File: src/design/tzfp_pkg.sv
`timescale 1ns / 1ps

package tzfp_pkg;

  // Field widths
  localparam int TempW   = 19;
  localparam int SumW    = TempW + 1;
  localparam int DutyW   = 7;
  localparam int FanBits = 6;
  localparam int NumFans = 6;
  localparam int MarginW = 15;
  localparam int NumZones = 5;

  localparam logic [MarginW-1:0] MarginReset = 15'd5000;

  typedef enum logic [2:0] {
    LVL_DEFAULT = 3'd0,
    LVL_MID     = 3'd1,
    LVL_MAX     = 3'd2,
    LVL_HIGH    = 3'd3,
    LVL_CRIT    = 3'd4
  } level_e;

  typedef enum logic [1:0] {
    ST_DONE         = 2'd0,
    ST_SENSOR_FAULT = 2'd1,
    ST_DUTY_FAULT   = 2'd2
  } status_e;

  // Zone tables, row 0 front-to-back, row 1 back-to-front.
  // Lower bound exclusive, upper bound inclusive, millidegrees.
  localparam logic signed [SumW-1:0] ZoneLo [2][NumZones] = '{
    '{20'sd0, 20'sd39000, 20'sd46000, 20'sd50000, 20'sd55000},
    '{20'sd0, 20'sd32000, 20'sd35000, 20'sd40000, 20'sd45000}
  };
  localparam logic signed [SumW-1:0] ZoneHi [2][NumZones] = '{
    '{20'sd39000, 20'sd46000, 20'sd50000, 20'sd55000, 20'sd200000},
    '{20'sd32000, 20'sd35000, 20'sd40000, 20'sd45000, 20'sd200000}
  };
  localparam logic [DutyW-1:0] ZoneDuty [2][NumZones] = '{
    '{7'd50, 7'd75, 7'd100, 7'd100, 7'd100},
    '{7'd75, 7'd100, 7'd100, 7'd100, 7'd100}
  };

  // One management tick
  typedef struct packed {
    logic                     airflow_back_to_front;
    logic                     sensor_a_ok;
    logic signed [TempW-1:0]  sensor_a_mc;
    logic                     sensor_b_ok;
    logic signed [TempW-1:0]  sensor_b_mc;
    logic                     duty_read_ok;
    logic [DutyW-1:0]         duty_readback;
    logic [FanBits-1:0]       fan_query_ok;
    logic [FanBits-1:0]       fan_present;
    logic [FanBits-1:0]       fan_failed;
  } tick_t;

  // Classification of the averaged temperature
  typedef struct packed {
    level_e                  level;
    logic [DutyW-1:0]        duty;
    logic [DutyW-1:0]        mid_duty;
    logic signed [SumW-1:0]  temp;
    logic signed [SumW-1:0]  high_lo;
  } zone_t;

  // One result
  typedef struct packed {
    status_e          tick_status;
    level_e           zone_level;
    logic             zone_duty_write;
    logic [DutyW-1:0] zone_duty_value;
    logic             full_speed_write;
    logic             alarm_raise;
    logic             alarm_clear;
    logic             reboot_request;
  } result_t;

endpackage

File: src/design/tzfp_zone.sv
`timescale 1ns / 1ps

module tzfp_zone (
  input  tzfp_pkg::tick_t tick_i,
  output tzfp_pkg::zone_t zone_o
);

  logic signed [tzfp_pkg::SumW-1:0] sum;
  logic signed [tzfp_pkg::SumW-1:0] sum_adj;
  logic signed [tzfp_pkg::SumW-1:0] temp;
  tzfp_pkg::level_e                 level;
  logic                             dir;

  assign dir = tick_i.airflow_back_to_front;

  // Average the readings, truncating toward zero
  always_comb begin
    sum     = {tick_i.sensor_a_mc[tzfp_pkg::TempW-1], tick_i.sensor_a_mc}
            + {tick_i.sensor_b_mc[tzfp_pkg::TempW-1], tick_i.sensor_b_mc};
    sum_adj = sum + {{(tzfp_pkg::SumW-1){1'b0}}, sum[tzfp_pkg::SumW-1]};
    temp    = sum_adj >>> 1;
  end

  // Match against the zone table; no match means default
  always_comb begin
    level = tzfp_pkg::LVL_DEFAULT;
    for (int i = 0; i < tzfp_pkg::NumZones; i++) begin
      if (temp > tzfp_pkg::ZoneLo[dir][i] && temp <= tzfp_pkg::ZoneHi[dir][i]) begin
        level = tzfp_pkg::level_e'(3'(i));
      end
    end
  end

  always_comb begin
    zone_o.level    = level;
    zone_o.duty     = tzfp_pkg::ZoneDuty[dir][level];
    zone_o.mid_duty = tzfp_pkg::ZoneDuty[dir][tzfp_pkg::LVL_MID];
    zone_o.temp     = temp;
    zone_o.high_lo  = tzfp_pkg::ZoneLo[dir][tzfp_pkg::LVL_HIGH];
  end

endmodule

File: src/design/tzfp_policy.sv
`timescale 1ns / 1ps

module tzfp_policy (
  input  logic                           clk_i,
  input  logic                           rst_ni,
  input  logic                           cfg_we_i,
  input  logic [tzfp_pkg::MarginW-1:0]   cfg_wdata_i,
  input  logic                           advance_i,
  input  tzfp_pkg::tick_t                tick_i,
  input  tzfp_pkg::zone_t                zone_i,
  output tzfp_pkg::result_t              result_o
);

  tzfp_pkg::level_e               level_q, level_d;
  logic                           alarm_q, alarm_d;
  logic                           fault_q, fault_d;
  logic [tzfp_pkg::MarginW-1:0]   margin_q;

  logic                           fan_bad;
  logic signed [tzfp_pkg::SumW-1:0] clear_thr;
  logic                           raise;
  logic                           clr;

  // Scan the fans; a fan beyond the field width counts as a failed query
  always_comb begin
    fan_bad = 1'b0;
    for (int i = 0; i < tzfp_pkg::NumFans; i++) begin
      if (i < tzfp_pkg::FanBits) begin
        fan_bad = fan_bad | ~tick_i.fan_query_ok[i] | ~tick_i.fan_present[i]
                | tick_i.fan_failed[i];
      end else begin
        fan_bad = 1'b1;
      end
    end
  end

  assign clear_thr = zone_i.high_lo - {{(tzfp_pkg::SumW-tzfp_pkg::MarginW){1'b0}}, margin_q};

  // Evaluate the tick and the next state
  always_comb begin
    level_d  = level_q;
    alarm_d  = alarm_q;
    fault_d  = fault_q;
    raise    = 1'b0;
    clr      = 1'b0;
    result_o = '0;
    result_o.tick_status = tzfp_pkg::ST_DONE;

    if (!tick_i.sensor_a_ok || !tick_i.sensor_b_ok) begin
      result_o.tick_status     = tzfp_pkg::ST_SENSOR_FAULT;
      result_o.zone_duty_write = 1'b1;
      result_o.zone_duty_value = zone_i.mid_duty;
    end else if (!tick_i.duty_read_ok) begin
      result_o.tick_status = tzfp_pkg::ST_DUTY_FAULT;
    end else begin
      if (!fault_q && tick_i.duty_readback != zone_i.duty) begin
        result_o.zone_duty_write = 1'b1;
        result_o.zone_duty_value = zone_i.duty;
      end
      fault_d                   = fan_bad;
      result_o.full_speed_write = fan_bad;

      if (zone_i.level != level_q) begin
        level_d = zone_i.level;
        if (zone_i.level == tzfp_pkg::LVL_HIGH && level_q < tzfp_pkg::LVL_HIGH && !alarm_q) begin
          raise = 1'b1;
        end
        if (zone_i.level == tzfp_pkg::LVL_CRIT && level_q < tzfp_pkg::LVL_CRIT) begin
          result_o.reboot_request = 1'b1;
        end
      end

      // A raise implies the high level, so clearing looks at the old alarm
      if (alarm_q && zone_i.level < tzfp_pkg::LVL_HIGH && zone_i.temp < clear_thr) begin
        clr = 1'b1;
      end
      alarm_d = (alarm_q | raise) & ~clr;
    end

    result_o.zone_level  = level_d;
    result_o.alarm_raise = raise;
    result_o.alarm_clear = clr;
  end

  // Hold policy state; advance only when a transaction moves to the result register
  always_ff @(posedge clk_i or negedge rst_ni) begin
    if (!rst_ni) begin
      level_q  <= tzfp_pkg::LVL_DEFAULT;
      alarm_q  <= 1'b0;
      fault_q  <= 1'b0;
      margin_q <= tzfp_pkg::MarginReset;
    end else begin
      if (advance_i) begin
        level_q <= level_d;
        alarm_q <= alarm_d;
        fault_q <= fault_d;
      end
      if (cfg_we_i) begin
        margin_q <= cfg_wdata_i;
      end
    end
  end

endmodule

File: src/design/thermal_zone_fan_policy.sv
`timescale 1ns / 1ps
// An accepted tick is held in the input register, then its result in the result register.
// Throughput: one tick per cycle unless m_axis_tready stalls; the policy state updates as a
// tick moves from the input to the result register, so the next tick sees it at once.
// Reset (rst_ni, async, active low): level default, alarm and fan fault clear,
// alarm clear margin 5000, both pipeline registers empty.

module thermal_zone_fan_policy (
  input  logic                         clk_i,
  input  logic                         rst_ni,
  // Configuration: alarm clear margin
  input  logic                         cfg_we_i,
  input  logic [tzfp_pkg::MarginW-1:0] cfg_wdata_i,
  // Input ticks
  input  logic                         s_axis_tvalid,
  output logic                         s_axis_tready,
  // [0] sensor_a_ok, [19:1] sensor_a_mc, [20] sensor_b_ok, [39:21] sensor_b_mc,
  // [40] duty_read_ok, [47:41] duty_readback, [53:48] fan_query_ok,
  // [59:54] fan_present, [65:60] fan_failed, [71:66] zero
  input  logic [71:0]                  s_axis_tdata,
  // [0] airflow_back_to_front
  input  logic                         s_axis_tuser,
  // Results
  output logic                         m_axis_tvalid,
  input  logic                         m_axis_tready,
  // [1:0] tick_status, [4:2] zone_level, [5] zone_duty_write, [12:6] zone_duty_value,
  // [13] full_speed_write, [14] alarm_raise, [15] alarm_clear, [16] reboot_request,
  // [23:17] zero
  output logic [23:0]                  m_axis_tdata
);

  tzfp_pkg::tick_t   tick_in;
  tzfp_pkg::tick_t   tick_q;
  logic              tick_valid_q;
  tzfp_pkg::zone_t   zone;
  tzfp_pkg::result_t result;
  tzfp_pkg::result_t result_q;
  logic              result_valid_q;
  logic              advance;

  // Unpack the input transaction
  always_comb begin
    tick_in.airflow_back_to_front = s_axis_tuser;
    tick_in.sensor_a_ok           = s_axis_tdata[0];
    tick_in.sensor_a_mc           = s_axis_tdata[19:1];
    tick_in.sensor_b_ok           = s_axis_tdata[20];
    tick_in.sensor_b_mc           = s_axis_tdata[39:21];
    tick_in.duty_read_ok          = s_axis_tdata[40];
    tick_in.duty_readback         = s_axis_tdata[47:41];
    tick_in.fan_query_ok          = s_axis_tdata[53:48];
    tick_in.fan_present           = s_axis_tdata[59:54];
    tick_in.fan_failed            = s_axis_tdata[65:60];
  end

  // Move a tick forward when the result register is free or being drained
  assign advance       = tick_valid_q && (!result_valid_q || m_axis_tready);
  assign s_axis_tready = !tick_valid_q || advance;

  // Input register
  always_ff @(posedge clk_i or negedge rst_ni) begin
    if (!rst_ni) begin
      tick_valid_q <= 1'b0;
    end else if (s_axis_tready) begin
      tick_valid_q <= s_axis_tvalid;
    end
  end

  always_ff @(posedge clk_i) begin
    if (s_axis_tready && s_axis_tvalid) begin
      tick_q <= tick_in;
    end
  end

  tzfp_zone u_zone (
    .tick_i (tick_q),
    .zone_o (zone)
  );

  tzfp_policy u_policy (
    .clk_i       (clk_i),
    .rst_ni      (rst_ni),
    .cfg_we_i    (cfg_we_i),
    .cfg_wdata_i (cfg_wdata_i),
    .advance_i   (advance),
    .tick_i      (tick_q),
    .zone_i      (zone),
    .result_o    (result)
  );

  // Result register
  always_ff @(posedge clk_i or negedge rst_ni) begin
    if (!rst_ni) begin
      result_valid_q <= 1'b0;
    end else if (advance) begin
      result_valid_q <= 1'b1;
    end else if (m_axis_tready) begin
      result_valid_q <= 1'b0;
    end
  end

  always_ff @(posedge clk_i) begin
    if (advance) begin
      result_q <= result;
    end
  end

  // Pack the result transaction
  assign m_axis_tvalid = result_valid_q;
  assign m_axis_tdata  = {7'd0,
                          result_q.reboot_request,
                          result_q.alarm_clear,
                          result_q.alarm_raise,
                          result_q.full_speed_write,
                          result_q.zone_duty_value,
                          result_q.zone_duty_write,
                          result_q.zone_level,
                          result_q.tick_status};

endmodule
File: config.mk
export PLATFORM = sky130hd
export DESIGN_NAME = thermal_zone_fan_policy
export DESIGN_NICKNAME = d
export VERILOG_FILES = /design/src/design/tzfp_pkg.sv /design/src/design/tzfp_zone.sv /design/src/design/tzfp_policy.sv /design/src/design/thermal_zone_fan_policy.sv
export SDC_FILE = /design/constraint.sdc
export NUM_CORES = 1
export LEC_CHECK = 0
export BUFFER_PORTS_ARGS = -buffer_cell sky130_fd_sc_hd__clkbuf_2
export CAP_MARGIN = 0
export CORE_MARGIN = 2
export CORE_UTILIZATION = 35
export DETAILED_ROUTE_END_ITERATION = 8
export GPL_TIMING_DRIVEN = 0
export PLACE_DENSITY = 0.54
export SLEW_MARGIN = 20
export SYNTH_ARGS = -nofsm -noshare
export SYNTH_HDL_FRONTEND = slang
export SYNTH_SLANG_ARGS = --single-unit
File: constraint.sdc
create_clock -name clk_i -period 7.5 [get_ports clk_i]
set_input_delay 1.125 -clock clk_i [delete_from_list [all_inputs] [get_ports clk_i]]
set_output_delay 1.125 -clock clk_i [all_outputs]
set_load 0.005 [all_outputs]
==> metrics.md, run 1 <==
| Metric | Value |
|---|---|
| Status | `finished clean` |
| Vias in the first global route | `between 5000 and 6000` |
| Final-stage net count | `just over 1000` |
| Max VDD drop | `roughly 110 uV` |
| Syn Inst Count | `730` |
| Total wire length | `17000 um` |
| Primary FF master, synth | `edfxtp_1` |
| Placer Congestion | `approximately 0.85` |
| Pleak | `between 3 and 4 nW` |
| N_diodes | `0` |
| CP peak stage delay | `roughly 0.58 ns` |
| Sequential area share after synthesis | `about two fifths` |
| Die Wd | `around 150 um` |
| CP required | `~7.6 ns` |
| Initial antenna violation count | `0` |
| Post-synth EDFFs | `83` |
| Worst-Margin Slew | `around 0.77 ns` |
| Max-cap viol count | `0` |
| CP arrival | `between 7 and 8 ns` |
| Worst r2r src | `tick_q[29]` |
| Core Rows | `between 50 and 60` |
| Synth cell types | `90` |
| Cts bufs inserted | `9` |
| Global-route wire length before repair | `around 28000 um` |
| Reg2reg path depth | `25` |
| DRT iter0 DRCs | `337` |
| Fin crit share | `~96%` |
| Clock Latency Late Sink | `around 0.36 ns` |
| Die height | `roughly 150 um` |
| CTS tree | `done` |
| Core footprint | `between 20000 and 25000 sq um` |
| Max Transition Viols Final | `0` |
| Global route overflow | `0` |
| Worst Hold Launch | `u_policy.margin_q[12]` |
| Synthesized flop and latch total | `around 110` |
| Critical path type | `flip-flop to flip-flop` |
| Most frequent cells in the layout | `104 x clkbuf_2, 83 x edfxtp_1, 64 x ha_1` |
| Longest Clk Path Bufs | `2` |
| Commonest non-fill, non-tap cell in the layout | `clkbuf_2` |
| Tot Pwr | `between 1.5 and 2 mW` |
| Root Buffer | `clkbuf_16` |
| Post-synth top area share | `around a third` |
| Yosys warning count | `0` |
| Post-DR vias/cell | `between 5 and 6` |
| CTS H-tree depth | `3` |
| Final Hold Vio Count | `0` |
| Max FO, Critical Path | `8` |
| Top cells by area, synth | `edfxtp_1 34%, ha_1 11%, dfrtp_1 5.7%` |
| Layout area overhead | `18.4%` |
| CTS sink cnt | `roughly 110` |
| Final setup violation count | `0` |
| Wirelength per Cell | `between 10 and 15 um` |
| Cell accounting for the most synthesized area | `edfxtp_1` |
| Final TNS setup | `0 ns` |
| Fin crit period | `~7 ns` |
| First element of the critical path | `tick_q[29]` |
| Startpoint types | `flip-flop` |
| Final worst slack | `between 0.3 and 0.4 ns` |
| Synth async-reset ratio | `about a fifth` |
| Slowest CP cell | `or4_1` |
| Hpwl dp | `about 13000 um` |
| Cell Area, Placed | `8350 sq um` |
| DRT Pass-1 Iters | `5` |
| I/O Buffers | `roughly 100` |
| Power Dens Cells | `approximately 220 nW/um^2` |
| Final Instance Area | `around 9000 sq um` |
| Placed cell count | `about 1100` |
| Rel. slew slack | `between 40% and 50%` |
| Clock skew | `between 0.01 and 0.015 ns` |
| Initial core utilization | `35.5%` |
| Layout cell share with drive strength beyond 1 | `a little under a quarter` |
| Max Clk Rate | `between 100 and 150 MHz` |
| CP Capture Type | `flip-flop` |
| Syn Std Cell Area | `roughly 7400 sq um` |
| I/O pins | `roughly 120` |
| Synth Area per Inst | `about 10 sq um` |
| Total number of vias | `roughly 5900` |
| Die area | `22400 sq um` |
| DRC viols | `0` |
| Finished Layout Cells | `roughly 1100` |
| GRT Overall Usage | `between 15 and 20%` |
| Largest net degree at the start of global routing | `58` |
| Hold Crit Class | `flip-flop to flip-flop` |
| Hold Crit Depth | `2` |
| Clk pin slew, worst setup/hold paths | `about 0.08 ns` |
| Final ANT Viol Nets | `0` |
| Pre-CTS setup slack | `-0.319 ns` |
==> kinds of logic (layout without fill, tap and decap cells) <==
family | Yosys count | in the layout | share of synthesized area (%)
simple gates | 248 | 248 | 19.2
compound gates | 195 | 195 | 18.5
flops | 105 | 105 | 41.0
buf+inv | 70 | 200 | 4.37
fa+ha+maj | 66 | 66 | 11.2
xor+xnor | 38 | 38 | 4.58
mux | 7 | 7 | 1.03
other cells | 1 | 7 | 0.0504
==> path summary, 6_finish.rpt <==
check / slack [ns] / to
max in group asynchronous: 6.37 / u_policy.margin_q[12]
min reg2reg: 0.51 / u_policy.margin_q[12]
min in group asynchronous: 0.74 / u_policy.margin_q[1]
max reg2reg: 0.33 / m_axis_tdata[9]
min: 0.51 / u_policy.margin_q[12]
max: 0.33 / m_axis_tdata[9]
==> where the power goes <==
part           switching, mW  internal [mW]  leakage (nW)
sequential            0.0232          0.685          1.05
combinational          0.404          0.282          2.45
clock                  0.232          0.267         0.150
total                  0.660           1.23          3.65
==> cell type report <==
class | count | area, sq um
Fill cell | 2079 | 12200
Multi-Input combinational cell | 561 | 4150
Sequential cell | 105 | 3050
Timing Repair Buffer | 114 | 616
Tap cell | 275 | 344
Clock buffer | 9 | 225
Buffer | 31 | 179
Inverter | 39 | 146
Clock inverter | 7 | 88.8
==> layer usage <==
metal | share of wire, % | vias to the layer above | GRT usage [%] | wire, um
met5 | 0 | - | 0 | 0
met4 | 1.4 | 0 | 4.15 | 232
met3 | 3.7 | 16 | 2.65 | 632
met2 | 47 | 133 | 25.7 | 8000
met1 | 48 | 2704 | 21.0 | 8170
li1 | - | 3009 | - | -
==> synth_stat cells, types with 13 or more instances <==
| library cell | instances |
|---|---|
| a21o_1 | 18 |
| a21oi_1 | 41 |
| clkbuf_1 | 13 |
| dfrtp_1 | 17 |
| edfxtp_1 | 83 |
| ha_1 | 65 |
| inv_1 | 39 |
| nand2_1 | 50 |
| nand2b_1 | 13 |
| nand3_1 | 22 |
| nand4_1 | 13 |
| nor2_1 | 46 |
| nor3_1 | 18 |
| o21ai_0 | 41 |
| xnor2_1 | 26 |
==> sequential cells by signal (all words and copies together) (netlist names) <==
register,flops
u_policy.fault_q,1
m_axis_tdata,16
tick_q,67
tick_valid_q,1
u_policy.alarm_q,1
u_policy.level_q,3
u_policy.margin_q,15
m_axis_tvalid,1
==> stage by stage <==
step	utilization (%)	hold WS, ns
2_1_floorplan	-	0.463
3_3_place_gp	39.7	0.483
3_5_place_dp	39.9	0.502
4_1_cts	41.5	0.514
5_1_grt	42.0	0.551
6_report	42.0	0.509
==> critical path, delay by kind of cell, from the launching register on <==
kind	cells	cell delay, ns
fa+ha+maj	3	1.04
flops	1	0.38
xor+xnor	1	0.26
simple gates	12	3.63
buf+inv	4	0.42
compound gates	5	1.13
==> what timing repair did <==
action | 4_1_cts | 5_1_grt
setup endpoints to repair | 7 | 7
setup buffers | 3 | 6
cloned | 0 | 0
pin swaps | 1 | 5
hold buffers | 0 | 0
resized for setup | 1 | 12
endpoints found under the hold margin | 0 | 0
(Power assumes the default switching activity.)
==> run 2, diff against run 1 <==
--- a/config.mk
+++ b/config.mk
@@ -8,10 +8,11 @@
 export BUFFER_PORTS_ARGS = -buffer_cell sky130_fd_sc_hd__clkbuf_2
 export CAP_MARGIN = 0
 export CORE_MARGIN = 2
-export CORE_UTILIZATION = 35
+export CORE_UTILIZATION = 30
 export DETAILED_ROUTE_END_ITERATION = 8
+export GPL_ROUTABILITY_DRIVEN = 0
 export GPL_TIMING_DRIVEN = 0
-export PLACE_DENSITY = 0.54
+export PLACE_DENSITY = 0.48
 export SLEW_MARGIN = 20
 export SYNTH_ARGS = -nofsm -noshare
 export SYNTH_HDL_FRONTEND = slang
==> run 2 against run 1 <==
Cell area grew 0.26%. Wire length is 4.5% higher. Clock skew increased by 0.00061 ns. Critical endpoint is now m_axis_tdata[7].
==> metrics.md, run 2 (same netlist as run 1, synthesis figures left out) <==
| Metric | Value |
|---|---|
| Status | `finished clean (unchanged)` |
| Max-cap viol count | `0 (unchanged)` |
| Largest register by flop count | `tick_q (unchanged)` |
| Most common cell on crit path | `inv_1` |
| Max VDD drop | `113 uV (was 105 uV)` |
| Unrepaired setup endpoints after global routing | `no` |
| Max FO, Critical Path | `8 (unchanged)` |
| Reg2reg setup slack | `0.43 ns (was 0.33 ns)` |
| Placed cell count | `1165 (was 1116)` |
| Final core utilization | `36.3% (was 42.0%)` |
| Cell Area, Placed | `8410 sq um (was 8350 sq um)` |
| Max Transition Viols Final | `0 (unchanged)` |
| Finished Layout Cells | `1187 (was 1141)` |
| Total wire length | `17800 um (was 17000 um)` |
| CP peak stage delay | `0.58 ns (about the same)` |
| CP required | `7.58 ns (about the same)` |
| DRT Pass-1 Iters | `5 (unchanged)` |
| Longest Clk Path Bufs | `2 (unchanged)` |
| Total number of vias | `5799 (was 5862)` |
| Worst-Margin Slew | `0.790 ns (was 0.768 ns)` |
| Worst hold slack | `0.514 ns (was 0.509 ns)` |
| Die area | `26100 sq um (was 22400 sq um)` |
| Worst r2r src | `tick_q[49] (was tick_q[29])` |
| Max Clk Rate | `142 MHz (was 140 MHz)` |
| Largest register FFs | `67 (unchanged)` |
| Root Buffer | `clkbuf_16 (unchanged)` |
| Hold Crit Depth | `1 (was 2)` |
| Global-route wire length before repair | `29400 um (was 27700 um)` |
| N_diodes | `0 (unchanged)` |
| Tot Pwr | `1.88 mW (was 1.89 mW)` |
| Core footprint | `24300 sq um (was 21000 sq um)` |
| Worst reg2reg endpoint | `m_axis_tdata[7] (was m_axis_tdata[9])` |
| Cell family with most CP delay | `simple AND/OR/NAND/NOR gates (unchanged)` |
| Layout area overhead | `18.7% (was 18.4%)` |
| Core Rows | `57 (was 53)` |
| Clock skew | `0.0147 ns (was 0.0141 ns)` |
| Die Wd | `161 um (was 150 um)` |
| DRT iter0 DRCs | `338 (was 337)` |
| Most frequent cells in the layout | `104 x clkbuf_2, 83 x edfxtp_1, 63 x ha_1 (was 104 x clkbuf_2, 83 x edfxtp_1, 64 x ha_1)` |
| DRC viols | `0 (unchanged)` |
| Pre-CTS setup slack | `-0.360 ns (was -0.319 ns)` |
| Die height | `161 um (was 150 um)` |
| Vias in the first global route | `5808 (was 5638)` |
| CTS hold repair buffers | `0 (unchanged)` |
| I/O pins | `119 (unchanged)` |
| CP arrival | `7.14 ns (was 7.24 ns)` |
| Hold Crit Class | `flip-flop to flip-flop (unchanged)` |
| Final ANT Viol Nets | `0 (unchanged)` |
| Fill cell count | `2516 (was 2079)` |
| Final worst slack | `0.434 ns (was 0.333 ns)` |
| Final-stage net count | `1017 (was 1020)` |
| I/O Buffers | `104 (unchanged)` |
| Wirelength per Cell | `15.0 um (was 14.9 um)` |
| Clock Latency Late Sink | `0.36 ns (about the same)` |
| Final Hold Vio Count | `0 (unchanged)` |
| Slowest CP cell | `or4_1 (unchanged)` |
| GRT Overall Usage | `14.0% (was 15.5%)` |
| Commonest non-fill, non-tap cell in the layout | `clkbuf_2 (unchanged)` |
| Initial core utilization | `30.6% (was 35.5%)` |
| Final setup violation count | `0 (unchanged)` |
| Reg2reg path depth | `26 (was 25)` |
| Clk pin slew, worst setup/hold paths | `0.08 ns (about the same)` |
| Critical path type | `flip-flop to flip-flop (unchanged)` |
| Startpoint types | `flip-flop (unchanged)` |
| CTS H-tree depth | `3 (unchanged)` |
| Fin crit period | `7.07 ns (was 7.17 ns)` |
| CTS tree | `done (unchanged)` |
| Initial antenna violation count | `0 (unchanged)` |
| Worst Hold Launch | `tick_valid_q (was u_policy.margin_q[12])` |
| Pleak | `3.62 nW (was 3.65 nW)` |
| Hpwl dp | `14100 um (was 13300 um)` |
| CTS sink cnt | `105 (unchanged)` |
| Post-DR vias/cell | `4.89 (was 5.14)` |
| Min-Delay Endpoint | `m_axis_tvalid (was u_policy.margin_q[12])` |
| Cts bufs inserted | `9 (unchanged)` |
| Buf/Inv on CP | `5 (was 4)` |
| Layout cell share with drive strength beyond 1 | `23.2% (was 23.4%)` |
| Largest net degree at the start of global routing | `56 (was 58)` |
| Power Dens Cells | `213 nW/um^2 (was 215 nW/um^2)` |
| Final TNS setup | `0 ns (unchanged)` |
| Rel. slew slack | `46.8% (was 48.8%)` |
| Global route overflow | `0 (unchanged)` |
| CP Capture Type | `flip-flop (unchanged)` |
| Fin crit share | `94.2% (was 95.6%)` |
| Final Instance Area | `8820 sq um (was 8800 sq um)` |
==> run 2: repair_timing <==
item | 4_1_cts | 5_1_grt
buffers inserted | 4 | 2
pin swaps | 2 | 4
setup endpoints to repair | 7 | 7
gates resized for setup | 1 | 13
==> run 2: per-layer routing <==
layer	vias to the layer above	GRT usage, %	share of wire [%]
met1	2698	19.0	49
met3	8	2.44	3.1
met2	94	23.3	47
li1	2999	-	-
met5	-	0	0
met4	0	3.29	0.73
==> run 2: power breakdown <==
part / internal [mW] / total [mW] / switching [mW]
registers: 0.685 / 0.708 / 0.0230
clock network: 0.262 / 0.487 / 0.225
logic: 0.281 / 0.687 / 0.406
total: 1.23 / 1.88 / 0.654
==> run 2: final cells by class <==
class	instances	area (sq um)	share of cell area, %
clock inverters	7	77.6	0.879
clock buffers	9	225	2.55
plain buffers	31	179	2.03
well taps	324	405	4.59
repair buffers	111	593	6.72
inverters	39	146	1.66
multi-input cells	561	4150	47.0
flip-flops and latches	105	3050	34.6
==> run 2: worst max-delay path by stage <==
stage | start | to | slack (ns) | cells past startpoint
final | tick_q[49] | m_axis_tdata[7] | 0.43 | 26
after global routing | tick_q[49] | m_axis_tdata[7] | 0.03 | 26
after CTS | tick_q[29] | m_axis_tdata[7] | 0.04 | 25
after detailed placement | tick_q[40] | m_axis_tdata[7] | -0.36 | 24
after global placement | tick_q[40] | m_axis_tdata[9] | -0.46 | 24
after floorplan | tick_q[29] | m_axis_tdata[7] | 1.07 | 24
